==> config.mk <==
export PLATFORM = sky130hd
export DESIGN_NAME = gouraud_line_dda_rasterizer_flat
export DESIGN_NICKNAME = d
export VERILOG_FILES = /design/src/rtl/glrd_pkg.sv /design/src/rtl/glrd_if.sv /design/src/rtl/glrd_front.sv /design/src/rtl/glrd_queue.sv /design/src/rtl/glrd_back.sv /design/src/rtl/gouraud_line_dda_rasterizer.sv /design/src/flat_wrapper.sv
export SDC_FILE = /design/constraint.sdc
export NUM_CORES = 2
export LEC_CHECK = 0
export CORE_MARGIN = 2
export CORE_UTILIZATION = 30
export CTS_CLUSTER_DIAMETER = 40
export DETAILED_ROUTE_END_ITERATION = 8
export DONT_BUFFER_PORTS = 1
export RECOVER_POWER = 100
export SYNTH_ARGS = -nofsm -noshare
export SYNTH_HDL_FRONTEND = slang
export SYNTH_HIERARCHICAL = 1
export SYNTH_SLANG_ARGS = --single-unit
==> constraint.sdc <==
create_clock -name clock -period 34.2 [get_ports clock]
set_input_delay 1.71 -clock clock [delete_from_list [all_inputs] [get_ports clock]]
set_output_delay 1.71 -clock clock [all_outputs]
set_load 0.05 [all_outputs]
==> src/rtl/glrd_pkg.sv <==
`timescale 1ns / 1ps
// shared types and codes for the gouraud line rasterizer
// no dependencies
package glrd_pkg;

   typedef enum logic [1:0] {
      CMD_SINGLE = 2'd0,
      CMD_FIRST  = 2'd1,
      CMD_CONT   = 2'd2,
      CMD_TICK   = 2'd3
   } cmd_type;

   typedef enum logic [1:0] {
      JOB_TICK   = 2'd0,
      JOB_SETUP  = 2'd1,
      JOB_REJECT = 2'd2
   } job_kind_type;

   typedef enum logic [2:0] {
      ST_IDLE = 3'b001,
      ST_DIV  = 3'b010,
      ST_FIN  = 3'b100
   } back_state_type;

   localparam logic [2:0] REG_OFFSET_X    = 3'd0;
   localparam logic [2:0] REG_OFFSET_Y    = 3'd1;
   localparam logic [2:0] REG_CLIP_LEFT   = 3'd2;
   localparam logic [2:0] REG_CLIP_RIGHT  = 3'd3;
   localparam logic [2:0] REG_CLIP_TOP    = 3'd4;
   localparam logic [2:0] REG_CLIP_BOTTOM = 3'd5;

   typedef struct packed {
      logic signed [11:0] x;
      logic signed [11:0] y;
      logic [7:0]         r;
      logic [7:0]         g;
      logic [7:0]         b;
   } vertex_type;

   typedef struct packed {
      job_kind_type      kind;
      vertex_type        p0;
      logic [10:0]       k;
      logic [9:0]        dx_mag;
      logic [10:0]       dy;
      logic [8:0]        dr;
      logic [8:0]        dg;
      logic [8:0]        db;
   } job_type;

   typedef struct packed {
      logic [9:0] left;
      logic [9:0] right;
      logic [9:0] top;
      logic [9:0] bottom;
   } clip_type;

   typedef struct packed {
      logic        pixel_valid;
      logic [10:0] pixel_x;
      logic [10:0] pixel_y;
      logic [7:0]  red;
      logic [7:0]  green;
      logic [7:0]  blue;
      logic        last_pixel;
      logic        line_rejected;
   } rsp_type;

endpackage

==> src/rtl/glrd_if.sv <==
`timescale 1ns / 1ps
// command and pixel channel interfaces
// no dependencies
interface glrd_req_if;
   logic              valid;
   logic              ready;
   logic [1:0]        cmd;
   logic              gouraud;
   logic signed [10:0] start_x;
   logic signed [10:0] start_y;
   logic [7:0]        start_red;
   logic [7:0]        start_green;
   logic [7:0]        start_blue;
   logic signed [10:0] end_x;
   logic signed [10:0] end_y;
   logic [7:0]        end_red;
   logic [7:0]        end_green;
   logic [7:0]        end_blue;

   modport source (output valid, cmd, gouraud, start_x, start_y, start_red, start_green,
                   start_blue, end_x, end_y, end_red, end_green, end_blue, input ready);
   modport sink (input valid, cmd, gouraud, start_x, start_y, start_red, start_green,
                 start_blue, end_x, end_y, end_red, end_green, end_blue, output ready);
endinterface

interface glrd_rsp_if;
   logic        valid;
   logic        ready;
   logic        pixel_valid;
   logic [10:0] pixel_x;
   logic [10:0] pixel_y;
   logic [7:0]  red;
   logic [7:0]  green;
   logic [7:0]  blue;
   logic        last_pixel;
   logic        line_rejected;

   modport source (output valid, pixel_valid, pixel_x, pixel_y, red, green, blue,
                   last_pixel, line_rejected, input ready);
   modport sink (input valid, pixel_valid, pixel_x, pixel_y, red, green, blue,
                 last_pixel, line_rejected, output ready);
endinterface

==> src/rtl/glrd_front.sv <==
`timescale 1ns / 1ps
// command decode: vertex assembly, length check, endpoint order and deltas
// depends on glrd_pkg and glrd_if
module glrd_front import glrd_pkg::*; (
   input  logic                clock,
   input  logic                reset,
   glrd_req_if.sink            req_bus,
   input  logic signed [10:0]  offset_x,
   input  logic signed [10:0]  offset_y,
   input  logic                q_full,
   output logic                q_push,
   output job_type             q_job
);

   vertex_type         prev_ff, prev_in;
   vertex_type         p0, p1, va, vb;
   logic signed [12:0] dx, dy, dys;
   logic [12:0]        adx, ady;
   logic               reject, swap;
   cmd_type            cmd;

   assign req_bus.ready = !q_full;
   assign q_push        = req_bus.valid && !q_full;
   assign cmd           = cmd_type'(req_bus.cmd);

   always_comb begin
      if (cmd == CMD_CONT) begin
         p0 = prev_ff;
      end else begin
         p0.x = 12'($signed(req_bus.start_x)) + 12'($signed(offset_x));
         p0.y = 12'($signed(req_bus.start_y)) + 12'($signed(offset_y));
         p0.r = req_bus.start_red;
         p0.g = req_bus.start_green;
         p0.b = req_bus.start_blue;
      end
      p1.x = 12'($signed(req_bus.end_x)) + 12'($signed(offset_x));
      p1.y = 12'($signed(req_bus.end_y)) + 12'($signed(offset_y));
      p1.r = req_bus.gouraud ? req_bus.end_red   : p0.r;
      p1.g = req_bus.gouraud ? req_bus.end_green : p0.g;
      p1.b = req_bus.gouraud ? req_bus.end_blue  : p0.b;

      dx  = 13'(p1.x) - 13'(p0.x);
      dy  = 13'(p1.y) - 13'(p0.y);
      adx = dx[12] ? 13'(-dx) : 13'(dx);
      ady = dy[12] ? 13'(-dy) : 13'(dy);
      reject = (adx >= 13'd1024) || (ady >= 13'd512);
      swap   = p0.x > p1.x;
      va     = swap ? p1 : p0;
      vb     = swap ? p0 : p1;
      dys    = 13'(vb.y) - 13'(va.y);

      q_job.p0     = va;
      q_job.k      = (adx > ady) ? adx[10:0] : ady[10:0];
      q_job.dx_mag = adx[9:0];
      q_job.dy     = dys[10:0];
      q_job.dr     = {1'b0, vb.r} - {1'b0, va.r};
      q_job.dg     = {1'b0, vb.g} - {1'b0, va.g};
      q_job.db     = {1'b0, vb.b} - {1'b0, va.b};
      if (cmd == CMD_TICK) begin
         q_job.kind = JOB_TICK;
      end else if (reject) begin
         q_job.kind = JOB_REJECT;
      end else begin
         q_job.kind = JOB_SETUP;
      end

      prev_in = prev_ff;
      if (q_push && (cmd == CMD_FIRST || cmd == CMD_CONT)) begin
         prev_in = p1;
      end
   end

   always_ff @(posedge clock) begin
      if (reset) begin
         prev_ff <= '0;
      end else begin
         prev_ff <= prev_in;
      end
   end

endmodule

==> src/rtl/glrd_queue.sv <==
`timescale 1ns / 1ps
// two-entry queue between decode and the line engine
// depends on glrd_pkg
module glrd_queue import glrd_pkg::*; (
   input  logic    clock,
   input  logic    reset,
   input  logic    push,
   input  job_type push_job,
   output logic    full,
   input  logic    pop,
   output logic    empty,
   output job_type head_job
);

   job_type    mem_ff [2];
   logic       wr_ptr_ff, wr_ptr_in, rd_ptr_ff, rd_ptr_in;
   logic [1:0] count_ff, count_in;

   assign full     = count_ff == 2'd2;
   assign empty    = count_ff == 2'd0;
   assign head_job = mem_ff[rd_ptr_ff];

   always_comb begin
      wr_ptr_in = push ? !wr_ptr_ff : wr_ptr_ff;
      rd_ptr_in = pop  ? !rd_ptr_ff : rd_ptr_ff;
      count_in  = count_ff + 2'(push) - 2'(pop);
   end

   always_ff @(posedge clock) begin
      if (push) begin
         mem_ff[wr_ptr_ff] <= push_job;
      end
   end

   always_ff @(posedge clock) begin
      if (reset) begin
         wr_ptr_ff <= 1'b0;
         rd_ptr_ff <= 1'b0;
         count_ff  <= 2'd0;
      end else begin
         wr_ptr_ff <= wr_ptr_in;
         rd_ptr_ff <= rd_ptr_in;
         count_ff  <= count_in;
      end
   end

endmodule

==> src/rtl/glrd_back.sv <==
`timescale 1ns / 1ps
// line engine: step dividers, position and colour accumulators, pixel output register
// depends on glrd_pkg
module glrd_back import glrd_pkg::*; #(
   parameter int POS_FRAC_BITS    = 32,
   parameter int COLOUR_FRAC_BITS = 12
) (
   input  logic    clock,
   input  logic    reset,
   input  logic    q_empty,
   input  job_type q_job,
   output logic    q_pop,
   input  clip_type clip,
   output rsp_type rsp_data,
   output logic    rsp_valid,
   input  logic    rsp_ready
);

   localparam int PF     = POS_FRAC_BITS;
   localparam int CF     = COLOUR_FRAC_BITS;
   localparam int POS_W  = 12 + PF;
   localparam int CACC_W = 8 + CF;
   localparam int CSTP_W = 9 + CF;
   localparam int DW     = 10 + PF;
   localparam int CNT_W  = $clog2(DW + 1);

   back_state_type    state_ff, state_in;
   job_type           job_ff, job_in;
   logic [CNT_W-1:0]  cnt_ff, cnt_in;
   logic [DW-1:0]     num_ff [5];
   logic [DW-1:0]     num_in [5];
   logic [9:0]        rem_ff [5];
   logic [9:0]        rem_in [5];
   logic [POS_W-1:0]  posx_ff, posx_in, posy_ff, posy_in;
   logic [POS_W-1:0]  stepx_ff, stepx_in, stepy_ff, stepy_in;
   logic [CACC_W-1:0] cacc_ff [3];
   logic [CACC_W-1:0] cacc_in [3];
   logic [CSTP_W-1:0] cstep_ff [3];
   logic [CSTP_W-1:0] cstep_in [3];
   logic [10:0]       left_ff, left_in;
   logic              active_ff, active_in;
   rsp_type           rsp_ff, rsp_in;
   logic              rsp_valid_ff, rsp_valid_in;

   logic              slot_free;
   logic [10:0]       part [5];
   logic              ge [5];
   logic [10:0]       dy_abs;
   logic [8:0]        dc [3];
   logic [8:0]        dc_abs [3];
   logic [POS_W-1:0]  qx, qy, start_x, start_y;
   logic [CSTP_W-1:0] qc;
   logic [10:0]       px, py;

   assign slot_free = !rsp_valid_ff || rsp_ready;
   assign rsp_data  = rsp_ff;
   assign rsp_valid = rsp_valid_ff;

   always_comb begin
      dc[0] = q_job.dr;
      dc[1] = q_job.dg;
      dc[2] = q_job.db;
      dy_abs = q_job.dy[10] ? 11'(-q_job.dy) : q_job.dy;
      for (int i = 0; i < 3; i++) begin
         dc_abs[i] = dc[i][8] ? 9'(-dc[i]) : dc[i];
      end
      for (int i = 0; i < 5; i++) begin
         part[i] = {rem_ff[i], num_ff[i][DW-1]};
         ge[i]   = part[i] >= job_ff.k;
      end
      px = posx_ff[PF+10:PF];
      py = posy_ff[PF+10:PF];
      qx = POS_W'(num_ff[0]) + POS_W'(rem_ff[0] != 10'd0);
      qy = POS_W'(num_ff[1]) + POS_W'(rem_ff[1] != 10'd0);
      start_x = {job_ff.p0.x, {PF{1'b0}}} | (POS_W'(1) << (PF - 1));
      start_y = {job_ff.p0.y, {PF{1'b0}}} | (POS_W'(1) << (PF - 1));
      qc = '0;

      state_in     = state_ff;
      job_in       = job_ff;
      cnt_in       = cnt_ff;
      num_in       = num_ff;
      rem_in       = rem_ff;
      posx_in      = posx_ff;
      posy_in      = posy_ff;
      stepx_in     = stepx_ff;
      stepy_in     = stepy_ff;
      cacc_in      = cacc_ff;
      cstep_in     = cstep_ff;
      left_in      = left_ff;
      active_in    = active_ff;
      rsp_in       = rsp_ff;
      rsp_valid_in = rsp_valid_ff && !rsp_ready;
      q_pop        = 1'b0;

      unique case (state_ff)
         ST_IDLE: begin
            if (!q_empty) begin
               priority case (q_job.kind)
                  JOB_SETUP: begin
                     q_pop     = 1'b1;
                     active_in = 1'b0;
                     job_in    = q_job;
                     cnt_in    = CNT_W'(DW);
                     num_in[0] = {q_job.dx_mag, {PF{1'b0}}};
                     num_in[1] = {dy_abs[9:0], {PF{1'b0}}};
                     for (int i = 0; i < 3; i++) begin
                        num_in[2+i] = {{(DW-8-CF){1'b0}}, dc_abs[i][7:0], {CF{1'b0}}};
                     end
                     for (int i = 0; i < 5; i++) begin
                        rem_in[i] = '0;
                     end
                     state_in = ST_DIV;
                  end
                  JOB_REJECT: begin
                     if (slot_free) begin
                        q_pop        = 1'b1;
                        active_in    = 1'b0;
                        rsp_in       = '0;
                        rsp_in.last_pixel    = 1'b1;
                        rsp_in.line_rejected = 1'b1;
                        rsp_valid_in = 1'b1;
                     end
                  end
                  default: begin
                     if (slot_free) begin
                        q_pop        = 1'b1;
                        rsp_valid_in = 1'b1;
                        rsp_in       = '0;
                        if (!active_ff) begin
                           rsp_in.last_pixel = 1'b1;
                        end else begin
                           rsp_in.pixel_x     = px;
                           rsp_in.pixel_y     = py;
                           rsp_in.red         = cacc_ff[0][CACC_W-1:CF];
                           rsp_in.green       = cacc_ff[1][CACC_W-1:CF];
                           rsp_in.blue        = cacc_ff[2][CACC_W-1:CF];
                           rsp_in.pixel_valid = (px >= {1'b0, clip.left}) &&
                                                (px <= {1'b0, clip.right}) &&
                                                (py >= {1'b0, clip.top}) &&
                                                (py <= {1'b0, clip.bottom});
                           rsp_in.last_pixel  = left_ff == 11'd0;
                           posx_in = posx_ff + stepx_ff;
                           posy_in = posy_ff + stepy_ff;
                           for (int i = 0; i < 3; i++) begin
                              cacc_in[i] = cacc_ff[i] + cstep_ff[i][CACC_W-1:0];
                           end
                           if (left_ff == 11'd0) begin
                              active_in = 1'b0;
                           end else begin
                              left_in = left_ff - 11'd1;
                           end
                        end
                     end
                  end
               endcase
            end
         end
         ST_DIV: begin
            for (int i = 0; i < 5; i++) begin
               rem_in[i] = ge[i] ? 10'(part[i] - job_ff.k) : part[i][9:0];
               num_in[i] = {num_ff[i][DW-2:0], ge[i]};
            end
            cnt_in = cnt_ff - CNT_W'(1);
            if (cnt_ff == CNT_W'(1)) begin
               state_in = ST_FIN;
            end
         end
         default: begin
            if (slot_free) begin
               if (job_ff.k == 11'd0) begin
                  stepx_in = '0;
                  stepy_in = '0;
               end else begin
                  stepx_in = qx;
                  stepy_in = job_ff.dy[10] ? POS_W'(-qy) : qy;
               end
               posx_in = start_x - POS_W'(1024);
               posy_in = stepy_in[POS_W-1] ? start_y - POS_W'(1024) : start_y;
               dc[0] = job_ff.dr;
               dc[1] = job_ff.dg;
               dc[2] = job_ff.db;
               for (int i = 0; i < 3; i++) begin
                  qc = {1'b0, num_ff[2+i][CACC_W-1:0]};
                  if (job_ff.k == 11'd0) begin
                     cstep_in[i] = '0;
                  end else begin
                     cstep_in[i] = dc[i][8] ? CSTP_W'(-qc) : qc;
                  end
               end
               cacc_in[0] = {job_ff.p0.r, {CF{1'b0}}} | (CACC_W'(1) << (CF - 1));
               cacc_in[1] = {job_ff.p0.g, {CF{1'b0}}} | (CACC_W'(1) << (CF - 1));
               cacc_in[2] = {job_ff.p0.b, {CF{1'b0}}} | (CACC_W'(1) << (CF - 1));
               left_in      = job_ff.k;
               active_in    = 1'b1;
               rsp_in       = '0;
               rsp_valid_in = 1'b1;
               state_in     = ST_IDLE;
            end
         end
      endcase
   end

   always_ff @(posedge clock) begin
      job_ff <= job_in;
      cnt_ff <= cnt_in;
      num_ff <= num_in;
      rem_ff <= rem_in;
      rsp_ff <= rsp_in;
   end

   always_ff @(posedge clock) begin
      if (reset) begin
         state_ff     <= ST_IDLE;
         posx_ff      <= '0;
         posy_ff      <= '0;
         stepx_ff     <= '0;
         stepy_ff     <= '0;
         cacc_ff      <= '{default: '0};
         cstep_ff     <= '{default: '0};
         left_ff      <= '0;
         active_ff    <= 1'b0;
         rsp_valid_ff <= 1'b0;
      end else begin
         state_ff     <= state_in;
         posx_ff      <= posx_in;
         posy_ff      <= posy_in;
         stepx_ff     <= stepx_in;
         stepy_ff     <= stepy_in;
         cacc_ff      <= cacc_in;
         cstep_ff     <= cstep_in;
         left_ff      <= left_in;
         active_ff    <= active_in;
         rsp_valid_ff <= rsp_valid_in;
      end
   end

endmodule

==> src/rtl/gouraud_line_dda_rasterizer.sv <==
`timescale 1ns / 1ps
// Gouraud DDA line rasterizer top level. Each accepted command beat gives one result beat.
// Step ticks stream at one pixel per cycle while the result is taken. A line setup runs
// five restoring dividers side by side, one quotient bit per cycle. A two-entry queue lets
// decode take commands while the line engine works. No clearing pass after reset.
// Depends on glrd_pkg, glrd_if, glrd_front, glrd_queue, glrd_back.
module gouraud_line_dda_rasterizer import glrd_pkg::*; #(
   parameter int POS_FRAC_BITS    = 32,
   parameter int COLOUR_FRAC_BITS = 12
) (
   input  logic        clock,
   input  logic        reset,
   glrd_req_if.sink    req_bus,
   glrd_rsp_if.source  rsp_bus,
   input  logic        csr_psel,
   input  logic        csr_penable,
   input  logic        csr_pwrite,
   input  logic [4:0]  csr_paddr,
   input  logic [31:0] csr_pwdata,
   output logic [31:0] csr_prdata,
   output logic        csr_pready
);

   logic signed [10:0] offx_ff, offy_ff;
   clip_type           clip_ff;
   logic               q_push, q_full, q_pop, q_empty;
   job_type            push_job, head_job;
   rsp_type            rsp;
   logic [2:0]         reg_index;

   assign csr_pready = 1'b1;
   assign reg_index  = csr_paddr[4:2];

   always_comb begin
      unique case (reg_index)
         REG_OFFSET_X:    csr_prdata = {21'd0, offx_ff};
         REG_OFFSET_Y:    csr_prdata = {21'd0, offy_ff};
         REG_CLIP_LEFT:   csr_prdata = {22'd0, clip_ff.left};
         REG_CLIP_RIGHT:  csr_prdata = {22'd0, clip_ff.right};
         REG_CLIP_TOP:    csr_prdata = {22'd0, clip_ff.top};
         REG_CLIP_BOTTOM: csr_prdata = {22'd0, clip_ff.bottom};
         default:         csr_prdata = '0;
      endcase
   end

   always_ff @(posedge clock) begin
      if (reset) begin
         offx_ff        <= '0;
         offy_ff        <= '0;
         clip_ff.left   <= 10'd0;
         clip_ff.right  <= 10'd1023;
         clip_ff.top    <= 10'd0;
         clip_ff.bottom <= 10'd511;
      end else if (csr_psel && csr_penable && csr_pwrite) begin
         unique case (reg_index)
            REG_OFFSET_X:    offx_ff        <= csr_pwdata[10:0];
            REG_OFFSET_Y:    offy_ff        <= csr_pwdata[10:0];
            REG_CLIP_LEFT:   clip_ff.left   <= csr_pwdata[9:0];
            REG_CLIP_RIGHT:  clip_ff.right  <= csr_pwdata[9:0];
            REG_CLIP_TOP:    clip_ff.top    <= csr_pwdata[9:0];
            REG_CLIP_BOTTOM: clip_ff.bottom <= csr_pwdata[9:0];
            default: begin
            end
         endcase
      end
   end

   glrd_front u_front (
      .clock    (clock),
      .reset    (reset),
      .req_bus  (req_bus),
      .offset_x (offx_ff),
      .offset_y (offy_ff),
      .q_full   (q_full),
      .q_push   (q_push),
      .q_job    (push_job)
   );

   glrd_queue u_queue (
      .clock    (clock),
      .reset    (reset),
      .push     (q_push),
      .push_job (push_job),
      .full     (q_full),
      .pop      (q_pop),
      .empty    (q_empty),
      .head_job (head_job)
   );

   glrd_back #(
      .POS_FRAC_BITS    (POS_FRAC_BITS),
      .COLOUR_FRAC_BITS (COLOUR_FRAC_BITS)
   ) u_back (
      .clock     (clock),
      .reset     (reset),
      .q_empty   (q_empty),
      .q_job     (head_job),
      .q_pop     (q_pop),
      .clip      (clip_ff),
      .rsp_data  (rsp),
      .rsp_valid (rsp_bus.valid),
      .rsp_ready (rsp_bus.ready)
   );

   assign rsp_bus.pixel_valid   = rsp.pixel_valid;
   assign rsp_bus.pixel_x       = rsp.pixel_x;
   assign rsp_bus.pixel_y       = rsp.pixel_y;
   assign rsp_bus.red           = rsp.red;
   assign rsp_bus.green         = rsp.green;
   assign rsp_bus.blue          = rsp.blue;
   assign rsp_bus.last_pixel    = rsp.last_pixel;
   assign rsp_bus.line_rejected = rsp.line_rejected;

endmodule

==> src/flat_wrapper.sv <==
// flat-port wrapper written by rule: the top's interface ports become plain ports
module gouraud_line_dda_rasterizer_flat import glrd_pkg::*;
#(
   parameter int POS_FRAC_BITS    = 32,
   parameter int COLOUR_FRAC_BITS = 12
)
  (clock, reset, csr_psel, csr_penable, csr_pwrite, csr_paddr, csr_pwdata, csr_prdata, csr_pready, req_bus_valid, req_bus_cmd, req_bus_gouraud, req_bus_start_x, req_bus_start_y, req_bus_start_red, req_bus_start_green, req_bus_start_blue, req_bus_end_x, req_bus_end_y, req_bus_end_red, req_bus_end_green, req_bus_end_blue, req_bus_ready, rsp_bus_valid, rsp_bus_pixel_valid, rsp_bus_pixel_x, rsp_bus_pixel_y, rsp_bus_red, rsp_bus_green, rsp_bus_blue, rsp_bus_last_pixel, rsp_bus_line_rejected, rsp_bus_ready);
  glrd_req_if req_bus_i ();
  glrd_rsp_if rsp_bus_i ();
  input  logic clock;
  input  logic reset;
  input  logic csr_psel;
  input  logic csr_penable;
  input  logic csr_pwrite;
  input  logic [4:0] csr_paddr;
  input  logic [31:0] csr_pwdata;
  output logic [31:0] csr_prdata;
  output logic csr_pready;
  input wire logic [$bits(req_bus_i.valid)-1:0] req_bus_valid;
  input wire logic [$bits(req_bus_i.cmd)-1:0] req_bus_cmd;
  input wire logic [$bits(req_bus_i.gouraud)-1:0] req_bus_gouraud;
  input wire logic [$bits(req_bus_i.start_x)-1:0] req_bus_start_x;
  input wire logic [$bits(req_bus_i.start_y)-1:0] req_bus_start_y;
  input wire logic [$bits(req_bus_i.start_red)-1:0] req_bus_start_red;
  input wire logic [$bits(req_bus_i.start_green)-1:0] req_bus_start_green;
  input wire logic [$bits(req_bus_i.start_blue)-1:0] req_bus_start_blue;
  input wire logic [$bits(req_bus_i.end_x)-1:0] req_bus_end_x;
  input wire logic [$bits(req_bus_i.end_y)-1:0] req_bus_end_y;
  input wire logic [$bits(req_bus_i.end_red)-1:0] req_bus_end_red;
  input wire logic [$bits(req_bus_i.end_green)-1:0] req_bus_end_green;
  input wire logic [$bits(req_bus_i.end_blue)-1:0] req_bus_end_blue;
  output wire logic [$bits(req_bus_i.ready)-1:0] req_bus_ready;
  output wire logic [$bits(rsp_bus_i.valid)-1:0] rsp_bus_valid;
  output wire logic [$bits(rsp_bus_i.pixel_valid)-1:0] rsp_bus_pixel_valid;
  output wire logic [$bits(rsp_bus_i.pixel_x)-1:0] rsp_bus_pixel_x;
  output wire logic [$bits(rsp_bus_i.pixel_y)-1:0] rsp_bus_pixel_y;
  output wire logic [$bits(rsp_bus_i.red)-1:0] rsp_bus_red;
  output wire logic [$bits(rsp_bus_i.green)-1:0] rsp_bus_green;
  output wire logic [$bits(rsp_bus_i.blue)-1:0] rsp_bus_blue;
  output wire logic [$bits(rsp_bus_i.last_pixel)-1:0] rsp_bus_last_pixel;
  output wire logic [$bits(rsp_bus_i.line_rejected)-1:0] rsp_bus_line_rejected;
  input wire logic [$bits(rsp_bus_i.ready)-1:0] rsp_bus_ready;
  assign req_bus_i.valid = req_bus_valid;
  assign req_bus_i.cmd = req_bus_cmd;
  assign req_bus_i.gouraud = req_bus_gouraud;
  assign req_bus_i.start_x = req_bus_start_x;
  assign req_bus_i.start_y = req_bus_start_y;
  assign req_bus_i.start_red = req_bus_start_red;
  assign req_bus_i.start_green = req_bus_start_green;
  assign req_bus_i.start_blue = req_bus_start_blue;
  assign req_bus_i.end_x = req_bus_end_x;
  assign req_bus_i.end_y = req_bus_end_y;
  assign req_bus_i.end_red = req_bus_end_red;
  assign req_bus_i.end_green = req_bus_end_green;
  assign req_bus_i.end_blue = req_bus_end_blue;
  assign req_bus_ready = req_bus_i.ready;
  assign rsp_bus_valid = rsp_bus_i.valid;
  assign rsp_bus_pixel_valid = rsp_bus_i.pixel_valid;
  assign rsp_bus_pixel_x = rsp_bus_i.pixel_x;
  assign rsp_bus_pixel_y = rsp_bus_i.pixel_y;
  assign rsp_bus_red = rsp_bus_i.red;
  assign rsp_bus_green = rsp_bus_i.green;
  assign rsp_bus_blue = rsp_bus_i.blue;
  assign rsp_bus_last_pixel = rsp_bus_i.last_pixel;
  assign rsp_bus_line_rejected = rsp_bus_i.line_rejected;
  assign rsp_bus_i.ready = rsp_bus_ready;
  gouraud_line_dda_rasterizer #(.POS_FRAC_BITS(POS_FRAC_BITS), .COLOUR_FRAC_BITS(COLOUR_FRAC_BITS)) u_core (.clock(clock), .reset(reset), .req_bus(req_bus_i), .rsp_bus(rsp_bus_i), .csr_psel(csr_psel), .csr_penable(csr_penable), .csr_pwrite(csr_pwrite), .csr_paddr(csr_paddr), .csr_pwdata(csr_pwdata), .csr_prdata(csr_prdata), .csr_pready(csr_pready));
endmodule
==> metrics.yaml <==
status:
  run_status: "finished, violations left"
  violations: "max-capacitance violations, max-slew violations"
synthesis:
  avgSynthCellArea_um2: 9.84
  syn_area_mm2: 0.0593
  syn_inst: 6024
  yosys_warnings: 6
worst_setup_path:
  crit_family: "buffers and inverters"
  r2r-end: "u_core/u_back/state_ff[2]$_SDFFE_PP0P_"
  r2r_start: "u_core/u_back/state_ff[1]$_SDFFE_PP0P_"
  worst-path-buf-inv: 6
  max_stage_delay_ns: 1.58
  cp.required_ns: 34.79
  cp_data_arrival_time_ns: 12.37
  cp_common_cell: "a21oi_1"
  crit_fanout: 54
  rrSetupSlack_ns: 23.93
  start_kind: "input pin"
  crit_slowest_cell: "clkbuf_1"
  end_kind: "flop"
  path_class: "in -> reg"
  worst-r2r-cell-count: 5
timing:
  drv_slew: 1894
  tns_ns: 0
  maxClockFrequency_mhz: 84.9
  min_period_over_period_pct: 34.4
  worst_pin_slew_ns: 10.58
  grt_setup_unrepaired: "false"
  period_needed_ns: 11.78
  hold_viol: 0
  setup-violations-final: 0
  maxSlewHeadroom_pct: -605
  fin_skew_ns: 0.0311
route:
  final_antenna_net_count: 0
  first_pass_iters: 5
  vias: 44200
  avgRoutedWirePerCell_um: 17.7
  wl_um: 154000
  viasPerCell: 5.09
  drt_iter0_markers: 3248
  drc: 0
power:
  p_per_area_mw_per_mm2: 79.8
  intPower_mw: 3.28
  vdd_drop_max_v: 0.0000707
  p_leak_nw: 25.5
  combPwrFrac_pct: 33.6
  p_sw_mw: 2.02
  swShare_pct: 38.1
  power_frac_seq_pct: 37.9
  clkPwrFrac_pct: 28.5
clocking:
  htree_levels: 4
  clkSinkCount: 1013
  ctsHoldBuffers: 0
  post_cts_buffers: 0
  insertion_delay_ns: 0.77
  clk_pin_slew_worst_paths_ns: 0.05
  cts_root_buf: "clkbuf_16"
  cts_tree: "yes"
  cts_max_path_buffers: 3
  cts_buffers: 146
  post_cts_resized: 0
placed_design:
  place.gp.congestion: 0.894
  hpwlAfterDp_um: 107000
  placed_area_mm2: 0.0618
  io_buffers: 0
floorplan:
  num_io_pins: 223
  start_util_pct: 30.1
  core_area_mm2: 0.197
  die_w_um: 449
  rows: 163
  die-area_mm2: 0.201
  die_h_um: 449
global_route:
  grt.overflow.total: 0
  grt_pass1_vias: 42500
  grt_max_degree: 409
  track_usage_pct: 14.9
  grt_pass1_wl_um: 241000
  antenna_found_initial: 9
hold_path:
  hold_start: "u_core/u_front/prev_ff[26]$_SDFFE_PP0P_"
  hold_depth: 2
  hold_end: "u_core/u_front/prev_ff[26]$_SDFFE_PP0P_"
  hold_path.class: "reg -> reg"
cells_and_area:
  fin_nets: 6440
  syn2layout_area_growth_pct: 12.1
  fin_area_mm2: 0.0665
  drive_gt1_share_pct: 7.17
run:
  max-cap-violations: 33
-- state kept, by name (all words and copies together) (netlist names), 48 cells and up, named ones only --
signal,flops
u_core/u_front/prev_ff,48
u_core/u_back/num_ff,210
u_core/u_back/cstep_ff,60
u_core/u_back/rsp_data,49
u_core/u_back/cacc_ff,60
u_core/u_back/part,50
u_core/u_back/job_ff,61
u_core/u_queue/mem_ff,214
-- worst max path at each step --
| stage | from | end | cells after the start |
|---|---|---|---|
| 2_1_floorplan | flop | u_core/u_back/cnt_ff[0]$_SDFFCE_PN0P_ | 7 |
| 3_3_place_gp | req_bus_cmd[0] | u_core/u_queue/mem_ff[0][49]$_DFFE_PP_ | 31 |
| 3_5_place_dp | req_bus_cmd[0] | u_core/u_queue/mem_ff[0][49]$_DFFE_PP_ | 31 |
| 4_1_cts | req_bus_cmd[0] | u_core/u_queue/mem_ff[0][49]$_DFFE_PP_ | 31 |
| 5_1_grt | req_bus_cmd[0] | u_core/u_queue/mem_ff[0][17]$_DFFE_PP_ | 28 |
| 6_report | req_bus_cmd[0] | u_core/u_queue/mem_ff[0][17]$_DFFE_PP_ | 28 |
-- per-stage QoR --
step	power [mW]	hold slack [ns]	instances	setup WS [ns]	util (%)
after CTS	5.33	0.449	8681	25.25	33.9
after global routing	5.63	0.469	8682	21.50	33.8
after floorplan	3.34	0.433	6044	19.09	-
final	5.30	0.448	8684	22.42	33.8
after global placement	3.74	0.439	8408	24.55	31.4
after detailed placement	3.79	0.439	8408	24.42	31.4
-- routing by layer --
metal,global-route usage [%],up-vias,wire (µm)
met5,0,-,0
met4,5.70,0,5030
met3,2.26,241,7900
met2,23.9,1080,70000
met1,20.1,21200,70800
li1,-,21700,-
-- layout make-up --
type | count | area (µm²)
Timing Repair Buffer | 45 | 225
Fill cell | 19800 | 130000
Multi-Input combinational cell | 4462 | 30900
Clock buffer | 177 | 3960
Sequential cell | 1013 | 26200
Antenna cell | 3 | 7.51
Inverter | 248 | 931
Clock inverter | 96 | 993
Tap cell | 2640 | 3300
-- cell usage in the layout (no fill, tap or decap), types with 41 or more instances in the layout --
cell and instances:
nand2b_1 81, o31ai_1 84, clkbuf_16 152, edfxtp_1 590
a211oi_1 77, nor3_1 97, xor2_1 162, clkbuf_1 49
or3_1 50, nor2_1 542, ha_1 365, dfxtp_1 423
and2_1 78, a22oi_1 159, nand3_1 160, and3_1 83
xnor2_1 299, a21oi_1 328, o21bai_1 41, mux2i_1 115
a21o_1 121, o21a_1 58, nand4_1 49, and2_0 96
nor2b_1 64, inv_1 247, o21ai_0 307, nand2_1 420
mux2_2 87
-- power by group through the flow --
stage          Sequential (mW)  Combinational (mW)  Clock (mW)
2_1_floorplan             1.96                1.39           0
3_3_place_gp              2.01                1.73           0
3_5_place_dp              2.02                1.77           0
4_1_cts                   2.00                1.78        1.55
5_1_grt                   2.05                1.98        1.60
6_report                  2.01                1.78        1.51
-- worst min-delay path, cell delays in order (launching register included) --
cell	delay (ns)
dfxtp_1	0.30
nand2_1	0.05
a21oi_1	0.05
Note: power is estimated with default switching activity, not from simulation.
